`src/rtl/core/vaslp_pkg.sv`:
```
// Package for the variable assignment line parser.
// Holds the parse phase and result kind codes, the result struct and the
// character helpers; no dependencies.
package vaslp_pkg;

    typedef enum logic [2:0] {
        PH_KEYWORD = 3'd0,
        PH_NAME    = 3'd1,
        PH_OPENER  = 3'd2,
        PH_CONTENT = 3'd3,
        PH_SEMI    = 3'd4
    } phase_t;

    typedef enum logic [2:0] {
        KIND_NONE    = 3'd0,
        KIND_NAME    = 3'd1,
        KIND_CONTENT = 3'd2,
        KIND_COMMIT  = 3'd3,
        KIND_ABORT   = 3'd4
    } kind_t;

    typedef struct packed {
        kind_t      kind;
        logic [7:0] data_byte;
        logic [3:0] name_length;
        logic [8:0] content_length;
        logic       is_history;
    } result_t;

    localparam logic [3:0] MAX_NAME_RESET    = 4'd10;
    localparam logic [7:0] MAX_CONTENT_RESET = 8'd250;

    localparam logic [0:0] CFG_MAX_NAME    = 1'b0;
    localparam logic [0:0] CFG_MAX_CONTENT = 1'b1;

    localparam logic [7:0] CH_EQUALS = 8'h3D;  // '='
    localparam logic [7:0] CH_SEMI   = 8'h3B;  // ';'
    localparam logic [7:0] CH_QUOTE  = 8'h22;  // '"'
    localparam logic [7:0] CH_LBRACK = 8'h5B;  // '['
    localparam logic [7:0] CH_RBRACK = 8'h5D;  // ']'
    localparam logic [7:0] CH_SPACE  = 8'h20;  // ' '
    localparam logic [7:0] CH_LOW_H  = 8'h68;  // 'h'

    // keyword "var " one character at a time
    function automatic logic [7:0] keyword_char(input logic [1:0] idx);
        logic [7:0] ch;
        unique case (idx)
            2'd0:    ch = 8'h76;  // 'v'
            2'd1:    ch = 8'h61;  // 'a'
            2'd2:    ch = 8'h72;  // 'r'
            default: ch = CH_SPACE;
        endcase
        return ch;
    endfunction

    function automatic logic is_alnum(input logic [7:0] c);
        return ((c >= 8'h61) && (c <= 8'h7A)) || ((c >= 8'h41) && (c <= 8'h5A)) ||
               ((c >= 8'h30) && (c <= 8'h39));
    endfunction

endpackage

```
`src/rtl/core/vaslp_in_reg.sv`:
```
// Input register stage of the line parser.
// Captures one byte per transfer; depends on vaslp_pkg.
module vaslp_in_reg
    import vaslp_pkg::*;
(
    input  logic       aclk,
    input  logic       aresetn,
    input  logic       s_tvalid,
    output logic       s_tready,
    input  logic [7:0] s_tdata,
    input  logic       advance,
    output logic       byte_valid,
    output logic [7:0] byte_out
);

    logic       valid_reg, valid_next;
    logic [7:0] byte_reg;
    logic       load;

    assign s_tready = !valid_reg || advance;
    assign load     = s_tvalid && s_tready;

    always_comb begin
        valid_next = valid_reg;
        if (load) begin
            valid_next = 1'b1;
        end else if (advance) begin
            valid_next = 1'b0;
        end
    end

    always_ff @(posedge aclk) begin
        if (!aresetn) begin
            valid_reg <= 1'b0;
        end else begin
            valid_reg <= valid_next;
        end
    end

    always_ff @(posedge aclk) begin
        if (load) begin
            byte_reg <= s_tdata;
        end
    end

    assign byte_valid = valid_reg;
    assign byte_out   = byte_reg;

endmodule

```
`src/rtl/core/vaslp_parse.sv`:
```
// Parser state machine and limit registers of the line parser.
// Decides one result per byte; depends on vaslp_pkg.
module vaslp_parse
    import vaslp_pkg::*;
(
    input  logic       aclk,
    input  logic       aresetn,
    input  logic       cfg_we,
    input  logic [0:0] cfg_addr,
    input  logic [7:0] cfg_wdata,
    input  logic       fire,
    input  logic [7:0] byte_in,
    output result_t    result
);

    phase_t     phase_reg, phase_next;
    logic [1:0] kw_reg, kw_next;
    logic [3:0] name_cnt_reg, name_cnt_next;
    logic       closed_reg, closed_next;
    logic       first_h_reg, first_h_next;
    logic       bracket_reg, bracket_next;
    logic [7:0] content_cnt_reg, content_cnt_next;
    logic [3:0] max_name_reg;
    logic [7:0] max_content_reg;
    logic       fail;
    logic       clear;
    logic       is_closer;

    assign is_closer = (byte_in == CH_QUOTE && !bracket_reg) ||
                       (byte_in == CH_RBRACK && bracket_reg);

    always_comb begin
        phase_next       = phase_reg;
        kw_next          = kw_reg;
        name_cnt_next    = name_cnt_reg;
        closed_next      = closed_reg;
        first_h_next     = first_h_reg;
        bracket_next     = bracket_reg;
        content_cnt_next = content_cnt_reg;
        fail             = 1'b0;
        clear            = 1'b0;
        result           = '0;
        result.kind      = KIND_NONE;

        unique case (phase_reg)
            PH_KEYWORD: begin
                if (byte_in == keyword_char(kw_reg)) begin
                    kw_next = kw_reg + 2'd1;
                    if (kw_reg == 2'd3) begin
                        phase_next = PH_NAME;
                    end
                end else begin
                    if (kw_reg != 2'd0) begin
                        result.kind = KIND_ABORT;
                    end
                    clear = 1'b1;
                end
            end
            PH_NAME: begin
                if (byte_in == CH_EQUALS) begin
                    phase_next = PH_OPENER;
                end else if (!closed_reg && name_cnt_reg < max_name_reg) begin
                    if (is_alnum(byte_in)) begin
                        if (name_cnt_reg == 4'd0) begin
                            first_h_next = (byte_in == CH_LOW_H);
                        end
                        name_cnt_next    = name_cnt_reg + 4'd1;
                        result.kind      = KIND_NAME;
                        result.data_byte = byte_in;
                    end else if (byte_in == CH_SPACE) begin
                        closed_next = 1'b1;
                    end else begin
                        fail = 1'b1;
                    end
                end else begin
                    fail = 1'b1;
                end
            end
            PH_OPENER: begin
                if (byte_in == CH_QUOTE || byte_in == CH_LBRACK) begin
                    bracket_next     = (byte_in == CH_LBRACK);
                    content_cnt_next = '0;
                    phase_next       = PH_CONTENT;
                    result.kind      = KIND_CONTENT;
                    result.data_byte = byte_in;
                end else begin
                    fail = 1'b1;
                end
            end
            PH_CONTENT: begin
                if (is_closer) begin
                    phase_next       = PH_SEMI;
                    result.kind      = KIND_CONTENT;
                    result.data_byte = byte_in;
                end else if (content_cnt_reg < max_content_reg) begin
                    content_cnt_next = content_cnt_reg + 8'd1;
                    result.kind      = KIND_CONTENT;
                    result.data_byte = byte_in;
                end else begin
                    fail = 1'b1;
                end
            end
            PH_SEMI: begin
                if (byte_in == CH_SEMI) begin
                    result.kind           = KIND_COMMIT;
                    result.name_length    = name_cnt_reg;
                    result.content_length = {1'b0, content_cnt_reg} + 9'd2;
                    result.is_history     = first_h_reg;
                    clear                 = 1'b1;
                end else begin
                    fail = 1'b1;
                end
            end
            default: begin
                fail = 1'b1;
            end
        endcase

        if (fail) begin
            result      = '0;
            result.kind = KIND_ABORT;
            clear       = 1'b1;
        end

        if (clear) begin
            phase_next       = PH_KEYWORD;
            kw_next          = '0;
            name_cnt_next    = '0;
            closed_next      = 1'b0;
            first_h_next     = 1'b0;
            bracket_next     = 1'b0;
            content_cnt_next = '0;
        end
    end

    always_ff @(posedge aclk) begin
        if (!aresetn) begin
            phase_reg       <= PH_KEYWORD;
            kw_reg          <= '0;
            name_cnt_reg    <= '0;
            closed_reg      <= 1'b0;
            first_h_reg     <= 1'b0;
            bracket_reg     <= 1'b0;
            content_cnt_reg <= '0;
        end else if (fire) begin
            phase_reg       <= phase_next;
            kw_reg          <= kw_next;
            name_cnt_reg    <= name_cnt_next;
            closed_reg      <= closed_next;
            first_h_reg     <= first_h_next;
            bracket_reg     <= bracket_next;
            content_cnt_reg <= content_cnt_next;
        end
    end

    always_ff @(posedge aclk) begin
        if (!aresetn) begin
            max_name_reg    <= MAX_NAME_RESET;
            max_content_reg <= MAX_CONTENT_RESET;
        end else if (cfg_we) begin
            unique case (cfg_addr)
                CFG_MAX_NAME:    max_name_reg    <= cfg_wdata[3:0];
                CFG_MAX_CONTENT: max_content_reg <= cfg_wdata;
                default:         ;
            endcase
        end
    end

endmodule

```
`src/rtl/core/vaslp_out_reg.sv`:
```
// Result register stage of the line parser.
// Holds one result until the receiver takes it; depends on vaslp_pkg.
module vaslp_out_reg
    import vaslp_pkg::*;
(
    input  logic        aclk,
    input  logic        aresetn,
    input  logic        load,
    input  result_t     result,
    output logic        advance,
    output logic        m_tvalid,
    input  logic        m_tready,
    output logic [23:0] m_tdata,
    output logic [2:0]  m_tuser
);

    logic    valid_reg, valid_next;
    result_t res_reg;

    assign advance = !valid_reg || m_tready;

    always_comb begin
        valid_next = valid_reg;
        if (load) begin
            valid_next = 1'b1;
        end else if (m_tready) begin
            valid_next = 1'b0;
        end
    end

    always_ff @(posedge aclk) begin
        if (!aresetn) begin
            valid_reg <= 1'b0;
        end else begin
            valid_reg <= valid_next;
        end
    end

    always_ff @(posedge aclk) begin
        if (load) begin
            res_reg <= result;
        end
    end

    assign m_tvalid = valid_reg;
    assign m_tuser  = res_reg.kind;
    assign m_tdata  = {2'b00, res_reg.is_history, res_reg.content_length,
                       res_reg.name_length, res_reg.data_byte};

endmodule

```
`src/rtl/core/var_assignment_line_parser.sv`:
```
// Variable assignment line parser: recognizes  var NAME="...";  and
// var NAME=[...];  in a byte stream and tags every byte with one result.
//
// Channels: s_ takes one text byte per transfer. m_ gives one result per
// input byte: m_tuser is the kind (none, name byte, content byte, commit,
// abort); m_tdata carries the byte and, on commit, the name length,
// content length (both delimiters counted) and the history flag.
// cfg_we/cfg_addr/cfg_wdata write the name limit (0) and content limit (1);
// write only while the block is idle.
//
// Path: a byte taken on s_ goes into the input register; the parser decision
// on it then goes into the result register, which offers it on m_.
// Throughput: one byte per cycle while the receiver takes results (m_tready);
// the parser state updates once per byte.
// Reset (aresetn low, synchronous) empties both registers, returns the parser
// to keyword search and loads limits 10 and 250.
// Receiver stall: the result register holds; the input register can still take
// one more byte, then s_tready drops until m_tready returns.
module var_assignment_line_parser
    import vaslp_pkg::*;
(
    input  logic        aclk,
    input  logic        aresetn,
    input  logic        s_tvalid,
    output logic        s_tready,
    input  logic [7:0]  s_tdata,   // [7:0] byte_in
    output logic        m_tvalid,
    input  logic        m_tready,
    output logic [23:0] m_tdata,   // [7:0] data_byte, [11:8] name_length,
                                   // [20:12] content_length, [21] is_history
    output logic [2:0]  m_tuser,   // [2:0] kind
    input  logic        cfg_we,
    input  logic [0:0]  cfg_addr,
    input  logic [7:0]  cfg_wdata
);

    logic       advance;
    logic       byte_valid;
    logic [7:0] byte_q;
    logic       fire;
    result_t    result;

    assign fire = byte_valid && advance;

    vaslp_in_reg u_in_reg (
        .aclk       (aclk),
        .aresetn    (aresetn),
        .s_tvalid   (s_tvalid),
        .s_tready   (s_tready),
        .s_tdata    (s_tdata),
        .advance    (advance),
        .byte_valid (byte_valid),
        .byte_out   (byte_q)
    );

    vaslp_parse u_parse (
        .aclk      (aclk),
        .aresetn   (aresetn),
        .cfg_we    (cfg_we),
        .cfg_addr  (cfg_addr),
        .cfg_wdata (cfg_wdata),
        .fire      (fire),
        .byte_in   (byte_q),
        .result    (result)
    );

    vaslp_out_reg u_out_reg (
        .aclk     (aclk),
        .aresetn  (aresetn),
        .load     (fire),
        .result   (result),
        .advance  (advance),
        .m_tvalid (m_tvalid),
        .m_tready (m_tready),
        .m_tdata  (m_tdata),
        .m_tuser  (m_tuser)
    );

endmodule

```
`config.mk`:
```
export PLATFORM = sky130hd
export DESIGN_NAME = var_assignment_line_parser
export DESIGN_NICKNAME = d
export VERILOG_FILES = /design/src/rtl/core/vaslp_pkg.sv /design/src/rtl/core/vaslp_in_reg.sv /design/src/rtl/core/vaslp_parse.sv /design/src/rtl/core/vaslp_out_reg.sv /design/src/rtl/core/var_assignment_line_parser.sv
export SDC_FILE = /design/constraint.sdc
export NUM_CORES = 1
export LEC_CHECK = 0
export BUFFER_PORTS_ARGS = -buffer_cell sky130_fd_sc_hd__clkbuf_2
export CORE_ASPECT_RATIO = 0.5
export CORE_MARGIN = 2
export CORE_UTILIZATION = 55
export CTS_CLUSTER_SIZE = 12
export DETAILED_ROUTE_END_ITERATION = 6
export GPL_TIMING_DRIVEN = 0
export PLACE_DENSITY = 0.74
export REMOVE_ABC_BUFFERS = 1
export SYNTH_ARGS = -nofsm -noshare
export SYNTH_HDL_FRONTEND = slang
export SYNTH_SLANG_ARGS = --single-unit
```
`constraint.sdc`:
```
create_clock -name aclk -period 2.9 [get_ports aclk]
set_input_delay 0.145 -clock aclk [delete_from_list [all_inputs] [get_ports aclk]]
set_output_delay 0.145 -clock aclk [all_outputs]
set_load 0.05 [all_outputs]
```
==> impl_metrics.csv, run 1 <==
group,metric,value,unit
global_routing,overflow,0,
job,cap_violations,0,
finish,n_antenna_cell,0,
setup_path,worst-path-buf-inv,1,
die,core_area,6130,um2
route,wl_per_cell,15.0,um
place,placedCellCount,483,
die,io_pins,51,
power,power_switching,0.544,mW
hold_path,worstHoldPathType,"in2reg",
finish,syn_to_final_growth,19.7,%
power,p_clk_share,48.2,%
route,routed-via-count,2888,
route,drtAntennaViolNets,0,
synthesis,syn_avg_cell_area,9.67,um2
die,die_width,117,um
setup_path,crit_required,3.14,ns
clock_network,clock-sinks,67,
synthesis,yosysMostFrequentCell,"nand2_1",
timing,worst_slew_pin_slew,0.840,ns
clock_network,clock_path_buffers,2,
clock_network,cts_tree,"built",
setup_path,slowest_stage,"dfxtp_2",
timing,hold_viol_final,0,
die,fp.dieArea,7110,um2
route,wirelength,7720,um
synthesis,synth_cell_types,59,
clock_network,numCtsBuffers,9,
synthesis,synthCells,365,
setup_path,cp_top_family,"compound AO/OA/AOI/OAI gates",
timing,drv_slew,0,
power,p_leak,1.72,nW
timing,post-route-min-period,2.72,ns
synthesis,async_flop_share,0,%
timing,finalSetupViolations,0,
clock_network,clock_latency,0.33,ns
global_routing,grt_pass1_wl,12600,um
power,combPwrFrac,7.8,%
timing,slew_headroom,43.4,%
synthesis,synth_area,3530,um2
setup_path,critPathMaxFanout,8,
setup_path,critical_path_class,"reg2reg",
clock_network,path_clk_slew,0.06,ns
global_routing,grt_pass1_vias,2672,
place,gp_congestion,0.853,
finish,drive_gt1_share,19.0,%
clock_network,cts-root-buf,"clkbuf_16",
synthesis,yosys.area.top_type_share,28.1,%
power,power_density,562,nW/um2
synthesis,ys_seq_area_share,47.4,%
timing,fmax,0.368,GHz
die,die_h,60.6,um
die,rows,20,
route,drcViolationCount,0,
setup_path,endpoint_kind,"flip-flop",
global_routing,grt_start_max_net_pins,30,
power,internal-power,1.83,mW
setup_path,path_cells,"ha_1 > a211o_1 > a31oi_1 > o311a_1 > o22ai_1 > nor4b_4 > buf_4 > a21oi_1 > o31ai_1",
route,viasPerCell,5.62,
place,io_buffers,48,
synthesis,synthTopCellsByCount,"nand2_1, nor2_1, dfxtp_1, edfxtp_1, inv_1",
die,start_util,57.6,%
place,post-place-ws,-0.132,ns
synthesis,ys_warn_count,0,
global_routing,grt_usage,23.7,%
route,drtPass1Iterations,4,
finish,finalNetCount,462,
route,drt-initial-drc-count,209,
power,switching_share,22.9,%
synthesis,synth_top_cell_by_area,"edfxtp_1",
timing,finClkSkew,0.00778,ns
clock_network,h-tree-depth,3,
setup_path,critPathLaunchType,"flip-flop",
synthesis,synth_seq_cells,67,
setup_path,cp.arrival,2.96,ns
global_routing,antenna_found_initial,0,
timing,fin_ws,0.183,ns
status,outcome,"finished clean",
synthesis,synth.area.top_cells,"edfxtp_1, dfxtp_1, ha_1",
place,dp_hpwl,5150,um
power,p_seq_share,44.1,%
synthesis,synthFlopType,"dfxtp_1",
finish,final_cells,514,
timing,fin_crit_sh,93.7,%
finish,largest_reg_flops,22,
setup_path,critical-path-max-stage-delay,0.41,ns
synthesis,synth_edf_count,33,
timing,rsz0062_at_grt,"no",
power,ir_drop,0.000413,V
timing repair:
action,CTS,global route
gates resized for setup,1,4
cloned,0,1
hold buffers,8,0
endpoints found under the hold margin,8,0
setup buffers,4,2
setup endpoints to repair,14,18
pin swaps,1,1
final timing paths:
path,cells past startpoint,slack (ns),to,from
min reg2reg,2,0.46,u_parse.max_content_reg[2],u_parse.max_content_reg[2]
max reg2reg,9,0.18,u_parse.content_cnt_reg[0],u_parse.content_cnt_reg[2]
max,9,0.18,u_parse.content_cnt_reg[0],u_parse.content_cnt_reg[2]
min,3,0.04,u_parse.max_content_reg[7],cfg_wdata[7]
through the flow:
| stage | cell area, um2 | power, mW | hold slack [ns] | setup TNS [ns] | utilization, % |
|---|---|---|---|---|---|
| final | 4230 | 2.38 | 0.0395 | 0 | 68.9 |
| after global routing | 4230 | 2.45 | 0.0511 | 0 | 68.9 |
| after CTS | 4200 | 2.38 | 0.0387 | 0 | 68.4 |
| after detailed placement | 3770 | 1.24 | 0.324 | -0.472 | 61.5 |
| after global placement | 3770 | 1.24 | 0.321 | -0.124 | 61.5 |
| after floorplan | 3420 | 1.19 | 0.234 | 0 | - |
worst min-delay path: stages:
cell and delay, ns:
clkbuf_2 0.08, nand2_1 0.04, o211ai_1 0.08
power groups by stage:
stage | logic (mW) | clock network [mW] | registers (mW)
2_1_floorplan | 0.0744 | 0 | 1.11
3_3_place_gp | 0.170 | 0 | 1.07
3_5_place_dp | 0.173 | 0 | 1.07
4_1_cts | 0.183 | 1.15 | 1.05
5_1_grt | 0.200 | 1.20 | 1.05
6_report | 0.184 | 1.14 | 1.05
layer usage:
metal,up-vias,GRT usage (%),share of wire (%)
li1,1418,-,-
met1,1369,28.9,43
met2,87,40.6,49
met3,14,8.09,6.1
met4,0,7.56,1.3
met5,-,0,0
cells by family after synthesis:
group           count (synthesis)  synth area share [%]
flops                          67                  47.4
other cells                     1                 0.106
compound gates                 69                  13.8
xor+xnor                        9                  2.23
mux                             3                 0.851
simple gates                  157                  23.5
fa+ha+maj                      19                  6.74
buf+inv                        40                  5.42
area by class of cell:
class / count / area [um2]
fillers: 480 / 1900
multi-input cells: 259 / 1680
flip-flops and latches: 67 / 1670
repair buffers: 62 / 365
clock buffers: 11 / 233
well taps: 88 / 110
inverters: 21 / 82.6
clock inverters: 5 / 77.6
repair inverters: 1 / 5.00
cells in the final DEF (no fill, tap or decap), types with 5 or more instances in the layout:
cell type,Yosys,final
inv_1,21,20
nor2b_1,15,15
edfxtp_1,33,33
clkbuf_16,0,9
ha_1,19,19
dlygate4sd3_1,0,8
xnor2_1,5,5
nand3_1,14,14
o211ai_1,10,10
dfxtp_1,34,33
nor2_1,35,35
nand2b_1,9,9
buf_4,4,6
nand2_1,38,38
a21oi_1,17,17
nand4_1,6,6
nor3_1,6,5
and3_1,10,10
o21ai_0,7,7
clkbuf_2,0,48
No activity file was read; power rests on OpenSTA's default activity.
==> run 2: changes to the inputs <==
Settings changed: CTS_BUF_LIST set to sky130_fd_sc_hd__clkbuf_2.
==> impl_metrics.csv, run 2 (same netlist as run 1, synthesis figures left out) <==
group,metric,value,unit
power,power_density,448,nW/um2
setup_path,crit_required,3.33,ns
clock_network,numCtsBuffers,9,
hold_path,holdPathStages,3,
clock_network,cts-root-buf,"clkbuf_2",
die,rows,20,
global_routing,grt_usage,23.0,%
global_routing,grtUsageMet2,38.9,%
timing,post-route-min-period,2.64,ns
route,wl_per_cell,14.3,um
place,placedCellCount,483,
timing,slew_headroom,45.2,%
global_routing,grt_pass1_vias,2633,
route,drcViolationCount,0,
clock_network,clock_path_buffers,2,
timing,finalSetupViolations,0,
power,ir_drop,0.000352,V
timing,worst_slew_pin_slew,0.812,ns
timing,whs,0.104,ns
finish,syn_to_final_growth,18.4,%
job,cap_violations,0,
clock_network,h-tree-depth,3,
global_routing,grt.busiest_layer,"met2",
clock_network,path_clk_slew,0.19,ns
clock_network,cts_tree,"built",
die,fp.dieArea,7110,um2
route,routed-via-count,2932,
setup_path,critical_path_class,"reg2reg",
finish,largest_reg_flops,22,
finish,nFillCells,483,
global_routing,grtUsageMet1,28.9,%
die,start_util,57.6,%
setup_path,critPathLaunchType,"flip-flop",
setup_path,rr_worst_depth,8,
place,gp_congestion,0.853,
status,outcome,"finished clean",
route,viasPerCell,5.57,
finish,finalNetCount,474,
global_routing,grt_pass1_wl,12300,um
setup_path,cp.arrival,3.07,ns
route,drtPass1Iterations,4,
timing,fin_crit_sh,91.1,%
route,wirelength,7540,um
die,io_pins,51,
timing,drv_slew,0,
global_routing,grt_start_max_net_pins,30,
setup_path,critPathMaxFanout,15,
setup_path,endpoint_kind,"flip-flop",
place,dp_hpwl,5150,um
timing,finClkSkew,0.0252,ns
timing,fmax,0.378,GHz
place,io_buffers,48,
finish,most-common-layout-cells,"clkbuf_2, nand2_1, nor2_1",
clock_network,clock_latency,0.52,ns
finish,final_common_cell,"clkbuf_2",
die,die_h,60.6,um
global_routing,grtUsageMet3,6.89,%
power,p_leak,1.70,nW
finish,drive_gt1_share,18.7,%
timing,hold_viol_final,0,
finish,n_antenna_cell,0,
route,drt-initial-drc-count,183,
route,drtAntennaViolNets,0,
hold_path,worstHoldPathType,"in2reg",
die,core_area,6130,um2
clock_network,clock-sinks,67,
die,die_width,117,um
finish,final_cells,526,
global_routing,overflow,0,
global_routing,antenna_found_initial,0,
power,total_power,1.87,mW
timing,rsz0062_at_grt,"no",
==> run 2: path summary, 6_finish.rpt <==
check / from / to / slack, ns
worst max-delay path: u_out_reg.m_tvalid / u_parse.content_cnt_reg[6] / 0.26
worst min-delay path: cfg_we / u_parse.max_name_reg[3] / 0.10
worst min register to register: u_parse.first_h_reg / u_parse.first_h_reg / 0.49
worst max register to register: u_out_reg.m_tvalid / u_parse.content_cnt_reg[6] / 0.26
==> run 2: per-layer routing <==
metal | share of wire, % | up-vias
li1 | - | 1446
met1 | 46 | 1390
met2 | 48 | 85
met3 | 5.6 | 11
met4 | 1.1 | 0
met5 | 0 | -
==> run 2: final cells by class <==
| cell class | count | area [um2] | area share, % |
|---|---|---|---|
| clock buffer | 11 | 55.1 | 1.32 |
| clock inverter | 5 | 77.6 | 1.86 |
| inverter | 21 | 82.6 | 1.98 |
| multi-input combinational | 259 | 1680 | 40.3 |
| sequential | 67 | 1670 | 40.0 |
| tap | 88 | 110 | 2.64 |
| timing repair buffer | 74 | 490 | 11.7 |
| timing repair inverter | 1 | 5.00 | 0.120 |
==> run 2: report_power, final <==
| part | internal [mW] | switching [mW] | total [mW] |
|---|---|---|---|
| registers | 1.02 | 0.0228 | 1.05 |
| logic | 0.0698 | 0.130 | 0.199 |
| clock network | 0.290 | 0.335 | 0.624 |
| total | 1.38 | 0.487 | 1.87 |
==> run 2: through the flow <==
stage	TNS, ns	setup slack [ns]	utilization (%)	area [um2]
floorplan	0	0.291	-	3420
finish	0	0.257	68.1	4180
global route	0	0.0383	68.1	4180
global placement	-0.124	-0.0897	61.5	3770
CTS	0	0.0513	67.6	4140
detailed placement	-0.472	-0.132	61.5	3770
==> run 2: worst max-delay path, cell delays in order, from the launching register on <==
cell        delay (ns)
dfxtp_1           0.36
nor2b_1           0.22
nand2b_1          0.64
clkinvlp_4        0.59
nand2_1           0.25
nor3_1            0.12
nor3b_1           0.21
a21oi_1           0.12
a31oi_1           0.05
==> run 2: repair_timing <==
item / CTS / global route
pin swaps: 1 / 1
buffers inserted: 2 / 2
endpoints found under the setup margin: 14 / 18
cloned: 0 / 1
hold buffers: 22 / 0
endpoints found under the hold margin: 22 / 0
resized for setup: 1 / 4
